File: config.mk
export PLATFORM = sky130hd
export DESIGN_NAME = decimal_string_to_integer
export DESIGN_NICKNAME = d
export VERILOG_FILES = /design/src/dsi_pkg.sv /design/src/dsi_front.sv /design/src/dsi_queue.sv /design/src/dsi_back.sv /design/src/decimal_string_to_integer.sv
export SDC_FILE = /design/constraint.sdc
export NUM_CORES = 1
export LEC_CHECK = 0
export BUFFER_PORTS_ARGS = -buffer_cell sky130_fd_sc_hd__buf_2
export CAP_MARGIN = 20
export CORE_MARGIN = 4
export CORE_UTILIZATION = 52
export DETAILED_ROUTE_END_ITERATION = 10
export HOLD_SLACK_MARGIN = 0.05
export PLACE_DENSITY = 0.73
export SYNTH_ARGS = -nofsm -noshare
export SYNTH_HDL_FRONTEND = slang
export SYNTH_HIERARCHICAL = 1
export SYNTH_SLANG_ARGS = --single-unit
File: constraint.sdc
create_clock -name clk -period 6.4 [get_ports clk]
set_clock_uncertainty 0.1 [all_clocks]
set_input_delay 0.32 -clock clk [delete_from_list [all_inputs] [get_ports clk]]
set_output_delay 0.32 -clock clk [all_outputs]
set_load 0.01 [all_outputs]
File: src/dsi_pkg.sv
// Shared types and constants for the decimal string to integer converter.
// Used by dsi_front, dsi_queue, dsi_back and decimal_string_to_integer.
// No dependencies.
package dsi_pkg;

  localparam int unsigned CHAR_W        = 8;
  localparam int unsigned VALUE_W       = 64;
  localparam int unsigned DIGIT_W       = 4;
  localparam int unsigned QUEUE_DEPTH_D = 4;

  localparam logic [CHAR_W-1:0] CH_NUL   = 8'h00;
  localparam logic [CHAR_W-1:0] CH_SPACE = 8'h20;
  localparam logic [CHAR_W-1:0] CH_TAB   = 8'h09;
  localparam logic [CHAR_W-1:0] CH_CR    = 8'h0D;
  localparam logic [CHAR_W-1:0] CH_PLUS  = 8'h2B;
  localparam logic [CHAR_W-1:0] CH_MINUS = 8'h2D;
  localparam logic [CHAR_W-1:0] CH_ZERO  = 8'h30;
  localparam logic [CHAR_W-1:0] CH_NINE  = 8'h39;

  // Magnitude limits: 2^(width-1), the largest negative magnitude.
  localparam logic [VALUE_W-1:0] LIM_NARROW = 64'h0000_0000_8000_0000;
  localparam logic [VALUE_W-1:0] LIM_WIDE   = 64'h8000_0000_0000_0000;
  localparam logic [VALUE_W-1:0] MASK_NARROW = 64'h0000_0000_FFFF_FFFF;

  // floor((lim - d) / 10): one value for digits 0..8, one less for digit 9.
  localparam logic [VALUE_W-1:0] THR_NARROW   = 64'h0000_0000_0CCC_CCCC;
  localparam logic [VALUE_W-1:0] THR_NARROW_9 = 64'h0000_0000_0CCC_CCCB;
  localparam logic [VALUE_W-1:0] THR_WIDE     = 64'h0CCC_CCCC_CCCC_CCCC;
  localparam logic [VALUE_W-1:0] THR_WIDE_9   = 64'h0CCC_CCCC_CCCC_CCCB;
  localparam logic [DIGIT_W-1:0] DIGIT_NINE   = 4'd9;

  typedef enum logic [2:0] {
    CLS_DIGIT = 3'd0,
    CLS_SPACE = 3'd1,
    CLS_PLUS  = 3'd2,
    CLS_MINUS = 3'd3,
    CLS_NUL   = 3'd4,
    CLS_OTHER = 3'd5
  } char_cls_t;

  typedef struct packed {
    char_cls_t          cls;
    logic [DIGIT_W-1:0] digit;
  } token_t;

  typedef enum logic [3:0] {
    PH_LEAD  = 4'b0001,
    PH_DIGIT = 4'b0010,
    PH_TRAIL = 4'b0100,
    PH_ERR   = 4'b1000
  } phase_t;

  // Threshold above which accumulating digit d passes the limit.
  function automatic logic [VALUE_W-1:0] digit_thr(input logic wide,
                                                   input logic [DIGIT_W-1:0] d);
    logic [VALUE_W-1:0] thr;
    if (wide) begin
      thr = (d == DIGIT_NINE) ? THR_WIDE_9 : THR_WIDE;
    end else begin
      thr = (d == DIGIT_NINE) ? THR_NARROW_9 : THR_NARROW;
    end
    return thr;
  endfunction

endpackage

File: src/dsi_front.sv
// Input side: accepts characters and classifies each into a token.
// Depends on dsi_pkg; feeds dsi_queue.
module dsi_front (
  input  logic                        in_valid,
  output logic                        in_ready,
  input  logic [dsi_pkg::CHAR_W-1:0]  in_char_byte,
  input  logic                        q_ready,
  output logic                        q_push,
  output dsi_pkg::token_t             q_tok
);

  logic is_digit;
  logic is_space;

  assign in_ready = q_ready;
  assign q_push   = in_valid && q_ready;

  assign is_digit = (in_char_byte >= dsi_pkg::CH_ZERO) && (in_char_byte <= dsi_pkg::CH_NINE);
  assign is_space = (in_char_byte == dsi_pkg::CH_SPACE) ||
                    ((in_char_byte >= dsi_pkg::CH_TAB) && (in_char_byte <= dsi_pkg::CH_CR));

  always_comb begin
    q_tok.digit = dsi_pkg::DIGIT_W'(in_char_byte - dsi_pkg::CH_ZERO);
    if (in_char_byte == dsi_pkg::CH_NUL) begin
      q_tok.cls = dsi_pkg::CLS_NUL;
    end else if (is_digit) begin
      q_tok.cls = dsi_pkg::CLS_DIGIT;
    end else if (is_space) begin
      q_tok.cls = dsi_pkg::CLS_SPACE;
    end else if (in_char_byte == dsi_pkg::CH_PLUS) begin
      q_tok.cls = dsi_pkg::CLS_PLUS;
    end else if (in_char_byte == dsi_pkg::CH_MINUS) begin
      q_tok.cls = dsi_pkg::CLS_MINUS;
    end else begin
      q_tok.cls = dsi_pkg::CLS_OTHER;
    end
  end

endmodule

File: src/dsi_queue.sv
// Short token queue between the classifier and the accumulator.
// Depends on dsi_pkg for the token type.
module dsi_queue #(
  parameter int unsigned DEPTH = dsi_pkg::QUEUE_DEPTH_D
) (
  input  logic            clk,
  input  logic            rst_n,
  input  logic            push,
  input  dsi_pkg::token_t push_tok,
  output logic            push_ready,
  output logic            pop_valid,
  input  logic            pop,
  output dsi_pkg::token_t pop_tok
);

  localparam int unsigned AW = (DEPTH > 1) ? $clog2(DEPTH) : 1;
  localparam int unsigned CW = $clog2(DEPTH + 1);

  dsi_pkg::token_t  mem_r [DEPTH];
  logic [AW-1:0]    wr_ptr_r, wr_ptr_nxt;
  logic [AW-1:0]    rd_ptr_r, rd_ptr_nxt;
  logic [CW-1:0]    count_r, count_nxt;

  assign push_ready = (count_r != CW'(DEPTH));
  assign pop_valid  = (count_r != '0);
  assign pop_tok    = mem_r[rd_ptr_r];

  always_comb begin
    wr_ptr_nxt = wr_ptr_r;
    rd_ptr_nxt = rd_ptr_r;
    count_nxt  = count_r;
    if (push) begin
      wr_ptr_nxt = (wr_ptr_r == AW'(DEPTH - 1)) ? '0 : wr_ptr_r + 1'b1;
    end
    if (pop) begin
      rd_ptr_nxt = (rd_ptr_r == AW'(DEPTH - 1)) ? '0 : rd_ptr_r + 1'b1;
    end
    if (push && !pop) begin
      count_nxt = count_r + 1'b1;
    end else if (pop && !push) begin
      count_nxt = count_r - 1'b1;
    end
  end

  always_ff @(posedge clk) begin
    if (!rst_n) begin
      wr_ptr_r <= '0;
      rd_ptr_r <= '0;
      count_r  <= '0;
    end else begin
      wr_ptr_r <= wr_ptr_nxt;
      rd_ptr_r <= rd_ptr_nxt;
      count_r  <= count_nxt;
    end
  end

  always_ff @(posedge clk) begin
    if (push) begin
      mem_r[wr_ptr_r] <= push_tok;
    end
  end

endmodule

File: src/dsi_back.sv
// Parse engine: runs the phase machine and accumulator on queued tokens and
// holds the result register. Depends on dsi_pkg.
module dsi_back (
  input  logic                               clk,
  input  logic                               rst_n,
  input  logic                               wide_mode,
  input  logic                               tok_valid,
  input  dsi_pkg::token_t                    tok,
  output logic                               tok_pop,
  output logic                               out_valid,
  input  logic                               out_ready,
  output logic                               out_ok,
  output logic signed [dsi_pkg::VALUE_W-1:0] out_value,
  output logic                               out_overflow
);

  localparam int unsigned VW = dsi_pkg::VALUE_W;

  dsi_pkg::phase_t  phase_r, phase_nxt;
  logic [VW-1:0]    acc_r, acc_nxt;
  logic             neg_r, neg_nxt;
  logic             wrap_r, wrap_nxt;
  logic             out_valid_r, out_valid_nxt;
  logic             ok_r, ok_nxt;
  logic [VW-1:0]    value_r, value_nxt;
  logic             ovf_r, ovf_nxt;

  logic             is_nul;
  logic [VW-1:0]    lim;
  logic [VW-1:0]    mask;
  logic [VW-1:0]    acc_x10d;
  logic             digit_wrap;
  logic [VW-1:0]    signed_mag;
  logic [VW-1:0]    fin_val;
  logic             fin_ok;
  logic             fin_ovf;

  assign is_nul  = (tok.cls == dsi_pkg::CLS_NUL);
  // A terminator waits for a free result slot; anything else moves straight on.
  assign tok_pop = tok_valid && (!is_nul || !out_valid_r || out_ready);

  assign lim  = wide_mode ? dsi_pkg::LIM_WIDE : dsi_pkg::LIM_NARROW;
  assign mask = wide_mode ? {VW{1'b1}} : dsi_pkg::MASK_NARROW;

  assign acc_x10d   = ({acc_r[VW-4:0], 3'b000} + {acc_r[VW-2:0], 1'b0} +
                       VW'(tok.digit)) & mask;
  assign digit_wrap = (acc_r > lim) || (acc_r > dsi_pkg::digit_thr(wide_mode, tok.digit));

  always_comb begin
    signed_mag = (neg_r ? (~acc_r + 1'b1) : acc_r) & mask;
    if (wide_mode) begin
      fin_val = signed_mag;
    end else begin
      fin_val = {{(VW-32){signed_mag[31]}}, signed_mag[31:0]};
    end
    fin_ok  = (phase_r != dsi_pkg::PH_ERR);
    fin_ovf = wrap_r || (acc_r > lim) || (!neg_r && (acc_r == lim));
  end

  always_comb begin
    phase_nxt     = phase_r;
    acc_nxt       = acc_r;
    neg_nxt       = neg_r;
    wrap_nxt      = wrap_r;
    out_valid_nxt = out_valid_r && !out_ready;
    ok_nxt        = ok_r;
    value_nxt     = value_r;
    ovf_nxt       = ovf_r;
    if (tok_pop) begin
      if (is_nul) begin
        out_valid_nxt = 1'b1;
        ok_nxt        = fin_ok;
        value_nxt     = fin_ok ? fin_val : '0;
        ovf_nxt       = fin_ok && fin_ovf;
        phase_nxt     = dsi_pkg::PH_LEAD;
        acc_nxt       = '0;
        neg_nxt       = 1'b0;
        wrap_nxt      = 1'b0;
      end else begin
        case (phase_r)
          dsi_pkg::PH_LEAD: begin
            case (tok.cls)
              dsi_pkg::CLS_SPACE: phase_nxt = dsi_pkg::PH_LEAD;
              dsi_pkg::CLS_PLUS: begin
                neg_nxt   = 1'b0;
                phase_nxt = dsi_pkg::PH_DIGIT;
              end
              dsi_pkg::CLS_MINUS: begin
                neg_nxt   = 1'b1;
                phase_nxt = dsi_pkg::PH_DIGIT;
              end
              dsi_pkg::CLS_DIGIT: begin
                acc_nxt   = acc_x10d;
                wrap_nxt  = wrap_r || digit_wrap;
                phase_nxt = dsi_pkg::PH_DIGIT;
              end
              default: phase_nxt = dsi_pkg::PH_ERR;
            endcase
          end
          dsi_pkg::PH_DIGIT: begin
            case (tok.cls)
              dsi_pkg::CLS_DIGIT: begin
                acc_nxt  = acc_x10d;
                wrap_nxt = wrap_r || digit_wrap;
              end
              dsi_pkg::CLS_SPACE: phase_nxt = dsi_pkg::PH_TRAIL;
              default:            phase_nxt = dsi_pkg::PH_ERR;
            endcase
          end
          dsi_pkg::PH_TRAIL: begin
            if (tok.cls != dsi_pkg::CLS_SPACE) begin
              phase_nxt = dsi_pkg::PH_ERR;
            end
          end
          default: phase_nxt = dsi_pkg::PH_ERR;
        endcase
      end
    end
  end

  always_ff @(posedge clk) begin
    if (!rst_n) begin
      phase_r     <= dsi_pkg::PH_LEAD;
      acc_r       <= '0;
      neg_r       <= 1'b0;
      wrap_r      <= 1'b0;
      out_valid_r <= 1'b0;
    end else begin
      phase_r     <= phase_nxt;
      acc_r       <= acc_nxt;
      neg_r       <= neg_nxt;
      wrap_r      <= wrap_nxt;
      out_valid_r <= out_valid_nxt;
    end
  end

  always_ff @(posedge clk) begin
    ok_r    <= ok_nxt;
    value_r <= value_nxt;
    ovf_r   <= ovf_nxt;
  end

  assign out_valid    = out_valid_r;
  assign out_ok       = ok_r;
  assign out_value    = value_r;
  assign out_overflow = ovf_r;

endmodule

File: src/decimal_string_to_integer.sv
// Decimal string to signed integer converter, top level.
// Depends on dsi_pkg, dsi_front, dsi_queue and dsi_back.
//
// Takes one ASCII character per transaction and sustains one character per
// clock cycle while the token queue has room. Each character is classified
// on entry and held in a small token queue (QUEUE_DEPTH entries); the parse
// engine retires one token per cycle, computing value*10+digit combinationally.
// A NUL character produces one registered result transaction once it has
// passed the token queue. Only a terminator waiting for the result register
// to empty holds the engine; the queue then absorbs further characters until
// it fills. Results: ok, value (wrapped to 32 or 64 bits per cfg_wr_data of
// the last configuration write, sign-extended in 32-bit mode; zero when
// rejected) and overflow. Write the mode only while no string is in flight.
module decimal_string_to_integer #(
  parameter int unsigned QUEUE_DEPTH = dsi_pkg::QUEUE_DEPTH_D
) (
  input  logic                               clk,
  input  logic                               rst_n,
  input  logic                               cfg_wr_en,
  input  logic                               cfg_wr_data,
  input  logic                               in_valid,
  output logic                               in_ready,
  input  logic [dsi_pkg::CHAR_W-1:0]         in_char_byte,
  output logic                               out_valid,
  input  logic                               out_ready,
  output logic                               out_ok,
  output logic signed [dsi_pkg::VALUE_W-1:0] out_value,
  output logic                               out_overflow
);

  logic            wide_mode_r, wide_mode_nxt;
  logic            q_ready;
  logic            q_push;
  dsi_pkg::token_t q_in_tok;
  logic            q_valid;
  logic            q_pop;
  dsi_pkg::token_t q_out_tok;

  assign wide_mode_nxt = cfg_wr_en ? cfg_wr_data : wide_mode_r;

  always_ff @(posedge clk) begin
    if (!rst_n) begin
      wide_mode_r <= 1'b0;
    end else begin
      wide_mode_r <= wide_mode_nxt;
    end
  end

  dsi_front u_front (
    .in_valid     (in_valid),
    .in_ready     (in_ready),
    .in_char_byte (in_char_byte),
    .q_ready      (q_ready),
    .q_push       (q_push),
    .q_tok        (q_in_tok)
  );

  dsi_queue #(
    .DEPTH (QUEUE_DEPTH)
  ) u_queue (
    .clk        (clk),
    .rst_n      (rst_n),
    .push       (q_push),
    .push_tok   (q_in_tok),
    .push_ready (q_ready),
    .pop_valid  (q_valid),
    .pop        (q_pop),
    .pop_tok    (q_out_tok)
  );

  dsi_back u_back (
    .clk          (clk),
    .rst_n        (rst_n),
    .wide_mode    (wide_mode_r),
    .tok_valid    (q_valid),
    .tok          (q_out_tok),
    .tok_pop      (q_pop),
    .out_valid    (out_valid),
    .out_ready    (out_ready),
    .out_ok       (out_ok),
    .out_value    (out_value),
    .out_overflow (out_overflow)
  );

endmodule

* Word-level counts from Yosys, hierarchy flattened
Memory sizes are Yosys's and may differ from the RTL's. A register that Yosys moved wholly into a read port is not among the register bits.
Index checks and enable logic that the tools add are counted.
** Storage, ports and cells
- Memory bits (writable) :: 28
- Input port bits :: 14
- Memories kept :: 1
- Logic and storage cells :: 121
- Register bits after elaboration :: 145
** Memory list
- u_queue.mem_r :: depth 4, bits a word 7, rd ports 1, clocked after memory_dff 1, wr ports 1, RTL line dsi_queue.sv:19 : dsi_pkg::token_t mem_r [DEPTH];
** Operators by class
- Bitwise gates (word level) :: 3
- Reduce and logical (&&, ||, !) cells :: 36
- Muxes and demuxes :: 36
- Order comparisons :: 6
- Eq/ne operators :: 19
- Add/sub/neg operators :: 8
** Operator list (number)
- 2-to-1 mux 64 bit :: 8
- bitwise AND 64 bit :: 2
- > comparator 64 bit :: 2
- adder 64 x 1 -> 64 bit (second input constant) :: 1
- adder 64 x 4 -> 64 bit :: 1
- adder 64 bit :: 1
- equality test 64 bit :: 1
- NOT 64 bit :: 1
- 2-to-1 mux 3 bit :: 9
- equality test 8 x 6 -> 1 bit (second input constant) :: 3
- one-hot mux 4 bit (2 select lines) :: 2
- one-hot mux 4 bit (3 select lines) :: 1
- logical AND 1 bit :: 9
- 2-to-1 mux 1 bit :: 9
- AND reduction 3 bit :: 3
- greater-or-equal comparator 8 x 4 -> 1 bit (second input constant) :: 1
- greater-or-equal comparator 8 x 6 -> 1 bit (second input constant) :: 1
- <= comparator 8 x 4 -> 1 bit (second input constant) :: 1
- <= comparator 8 x 6 -> 1 bit (second input constant) :: 1
- logical NOT 8 bit :: 1
- 2-to-1 mux 2 bit :: 4
- 2-to-1 mux 4 bit :: 2
- nonzero test 2 bit :: 4
- logical OR 1 bit :: 7
- other kinds (23) :: 33

* Longest topological paths before layout
- Depth after elaboration :: 9
- Depth in mapped cells :: 15
- Gate-level depth less buffers :: 14

* Hierarchy
Netlist, hierarchy kept.
** Modules (own cells, without submodules)
- dsi_back :: times used 1, area an instance 11742.5 um2, sequential area each 3403.3 um2, cells each 1382
- dsi_queue :: times used 1, area an instance 1472.7 um2, sequential area each 1021.0 um2, cells each 82
- dsi_front :: times used 1, area an instance 165.2 um2, sequential area each 0.0 um2, cells each 26
- decimal_string_to_integer :: times used 1, area an instance 36.3 um2, sequential area each 20.0 um2, cells each 3

* Worst setup path after synthesis
OpenSTA, ideal clock, no wires.
- Path type :: reg-to-reg
- Start :: register with a tool-made name
- End :: register u_back.ok_r (netlist: u_back/out_ok) (enable)
- Data required time :: 5.810 ns
- Stages on the path, launching flop included :: 6
- Buffers on the path :: 1
- Setup slack :: 1.782 ns
- Period minus slack after synthesis :: 4.618 ns
- Data arrival time :: 4.027 ns
- Cells stage by stage :: dfxtp_1 buf_6 mux4_2 nor2_1 o211ai_1 nor2_1
** RTL lines
- to (signal assigned) :: RTL line dsi_back.sv:138 : ok_r <= ok_nxt;
- to (decl) :: RTL line dsi_back.sv:24 : logic ok_r, ok_nxt;

==> results.sh <==
export IMPL_core_area_sq_um=25300
export IMPL_max_clock_freq_ghz=0.199
export IMPL_antenna_left=0
export IMPL_p_leak_uw=0.00645
export IMPL_crit_path_frequent_cell="fa_1"
export IMPL_drt_iter0_drc=994
export IMPL_grt_pass1_vias=10900
export IMPL_floorplan_initialDensity_pct=53.1
export IMPL_rsz0062_at_grt="no"
export IMPL_routabilityCongestion=0.954
export IMPL_grt_usage_pct=23.7
export IMPL_criticalPathCategory="reg -> reg"
export IMPL_die_area_sq_um=28400
export IMPL_cpPeakStageDelay_ns=0.71
export IMPL_finalCritPeriodShare_pct=78.6
export IMPL_nets=1691
export IMPL_remaining_drc_errors=0
export IMPL_cts_sink_count=175
export IMPL_grt_max_degree=67
export IMPL_cts_tree="yes"
export IMPL_maxSlewViolCount=0
export IMPL_synth_fp_nets=1658
export IMPL_path_cells="mux4_2 > inv_1 > fa_1 > fa_1 > nor2b_1 > o2111ai_1 > a21bo_2 > a211o_1 > a21oi_1 > o21ai_1 > a2111oi_1 > o21ai_0 > a32o_1"
export IMPL_root_buffer="clkbuf_16"
export IMPL_die_h_um=169
export IMPL_postSynthCellCount=1493
export IMPL_synth_edff_count=94
export IMPL_setup_viol=0
export IMPL_wl_mm=34.1
export IMPL_wl_per_cell_um=18.3
export IMPL_crit_required_ns=6.62
export IMPL_place_hpwl_mm=25.5
export IMPL_syn_mean_instance_area_sq_um=8.99
export IMPL_async_flop_share_pct=0
export IMPL_port_buffer_count=81
export IMPL_tns_ns=0
export IMPL_hold_path_end="wide_mode_r$_SDFFE_PN0P_"
export IMPL_area_growth_syn_to_layout_pct=8.71
export IMPL_hp_class="in -> reg"
export IMPL_grt_overflow_total=0
export IMPL_die_w_um=169
export IMPL_drive_above_1_share_pct=10.7
export IMPL_synthFlopType="edfxtp_1"
export IMPL_period_minus_slack_ns=5.03
export IMPL_holdPathStages=3
export IMPL_r2r_slack_ns=1.37
export IMPL_critPathBufInv=1
export IMPL_hold_viol=0
export IMPL_worst_slack_ns=1.37
export IMPL_post_place_ws_ns=1.44
export IMPL_end_kind="flip-flop"
export IMPL_insertion_delay_ns=0.43
export IMPL_hp_start="cfg_wr_data"
export IMPL_status="finished, final reports clean"
export IMPL_ys_seq_elements=175
export IMPL_cts_buffers=17
export IMPL_worst_slew_pin_slew_ns=1.04
export IMPL_worstSetupStartpointType="flip-flop"
export IMPL_synth_cell_types=80
export IMPL_h_tree_depth=4
export IMPL_slowest_stage="a2111oi_1"
export IMPL_clock_path_buffers=2
export IMPL_powerDensity_nw_per_um2=224
export IMPL_yosysSeqAreaShare_pct=33.1
export IMPL_vdd_drop_max_mv=0.190
export IMPL_avgViaCountPerCell=6.12
export IMPL_cap_violations=0
export IMPL_syn_cell_area_sq_um=13400
export IMPL_firstDrtPassIters=7
export IMPL_path_clk_slew_ns=0.08
export IMPL_arrival_ns=5.25
export IMPL_vias=11400
export IMPL_ctsResizeCount=0
export IMPL_r2r_cells=13
export IMPL_final_core_util_pct=57.8
export IMPL_r2r_end="u_back/acc_r[58]$_SDFFE_PN0P_"
export IMPL_ios=82
export IMPL_core_rowCount=58
export IMPL_yosys_warnings=6
export IMPL_antenna_diode_count=0
export IMPL_critPathMaxFanout=7
export IMPL_grt_pass1_wl_mm=55.7
export IMPL_relSlewSlack_pct=30.4
export IMPL_antenna_found_initial=0
export IMPL_cp_top_family="compound AO/OA/AOI/OAI gates"
export IMPL_num_fill_cells=2234
Yosys cell counts, types with 5 or more instances:
cell type / number / share of area [%]
a22oi_1: 25 / 1.4
ha_1: 148 / 14
nor2b_1: 41 / 1.9
a211oi_1: 6 / 0.34
xor2_1: 70 / 4.6
a32o_1: 8 / 0.60
o31ai_1: 20 / 1.1
a21o_1: 34 / 1.9
and3_1: 9 / 0.42
nor4_1: 11 / 0.51
o21ai_0: 115 / 4.3
buf_4: 5 / 0.28
and2_1: 23 / 1.1
nand2b_1: 9 / 0.42
a21boi_0: 13 / 0.73
or2_2: 13 / 0.61
o41ai_1: 6 / 0.39
mux4_2: 7 / 1.2
nor2_1: 108 / 3.0
a21oi_1: 110 / 4.1
clkbuf_1: 64 / 1.8
nand2_1: 132 / 3.7
xnor2_1: 42 / 2.7
or4_1: 10 / 0.56
o21ai_1: 9 / 0.34
edfxtp_1: 94 / 21
nand4_1: 33 / 1.5
o211ai_1: 8 / 0.45
o21a_1: 14 / 0.78
dfxtp_1: 81 / 12
inv_1: 49 / 1.4
o21bai_1: 15 / 0.84
nor3_1: 24 / 0.90
mux2i_1: 9 / 0.67
nand3_1: 15 / 0.56
a211o_1: 5 / 0.33
or3_1: 20 / 0.93
worst min-delay path: stages:
cell and delay (ns):
buf_2 0.07, mux2i_1 0.05, nor2b_1 0.10
worst max-delay path by stage:
| stage | from | to | slack [ns] | cells past startpoint |
|---|---|---|---|---|
| finish | flip-flop | u_back/acc_r[58]$_SDFFE_PN0P_ | 1.37 | 13 |
| global route | flip-flop | u_back/acc_r[58]$_SDFFE_PN0P_ | 1.10 | 13 |
| CTS | flip-flop | u_back/acc_r[58]$_SDFFE_PN0P_ | 1.42 | 13 |
| detailed placement | flip-flop | u_back/acc_r[58]$_SDFFE_PN0P_ | 1.44 | 13 |
| global placement | flip-flop | u_back/acc_r[58]$_SDFFE_PN0P_ | 1.59 | 13 |
| floorplan | flip-flop | u_back/out_ok$_DFFE_PP_ | 1.78 | 5 |
what timing repair did:
item / CTS / global route
hold buffers: 1 / 0
setup buffers: 0 / 0
hold endpoints to repair: 2 / 0
metal layers:
layer	global-route usage (%)	wire length, um	share of wire (%)	vias to the layer above
li1	-	-	-	5612
met1	34.3	16200	47	5412
met2	37.6	15200	44	378
met3	3.88	2300	6.7	35
met4	5.15	476	1.4	0
met5	0	0	0	-
final cells by class:
cell class | count | area (sq um) | area share [%]
clock buffers | 22 | 508 | 3.48
clock inverters | 10 | 86.3 | 0.592
inverters | 49 | 184 | 1.26
multi-input cells | 1193 | 8470 | 58.1
flip-flops and latches | 175 | 4450 | 30.5
well taps | 330 | 413 | 2.83
repair buffers | 90 | 475 | 3.26
per-stage QoR:
step | hold slack (ns) | area [sq um] | std cells | total power (uW)
after floorplan | 0.342 | 13400 | 1493 | 2010
after global placement | 0.387 | 14000 | 1836 | 2200
after detailed placement | 0.394 | 14000 | 1836 | 2230
after CTS | 0.0558 | 14600 | 1869 | 3290
after global routing | 0.0798 | 14600 | 1869 | 3440
final | 0.0666 | 14600 | 1869 | 3270
placed cells by master (no fill, tap or decap), types with 25 or more instances in the layout:
cell type	count
a22oi_1	25
xnor2_1	42
nand4_1	33
buf_2	81
nand2_1	132
edfxtp_1	94
a21o_1	34
nor2_1	107
inv_1	49
ha_1	148
a21oi_1	110
xor2_1	70
o21ai_0	115
dfxtp_1	80
nor2b_1	41
cell families (layout without fill, tap and decap cells):
family	after synthesis	after routing	synth area share, %
xor gates and xnor gates	112	112	7.31
and+or+nand+nor	476	476	18.5
buffers and inverters	125	171	3.78
DFF	175	175	33.1
AOI/OAI and AO/OA	438	438	21.2
muxes	16	16	1.85
adders and majority gates	151	151	14.2
sequential cells by signal, indices dropped and copies added, names as in the netlist, 2 cells and up, named ones only:
name	count
u_back/acc_r	64
u_back/out_value	64
u_back/phase_r	4
u_queue/count_r	3
u_queue/mem_r	28
u_queue/rd_ptr_r	2
u_queue/wr_ptr_r	2
power by group:
part,switching [uW],internal [uW]
clock,474,578
sequential,68.9,1300
combinational,534,313
total,1080,2190
(Power assumes the default switching activity.)
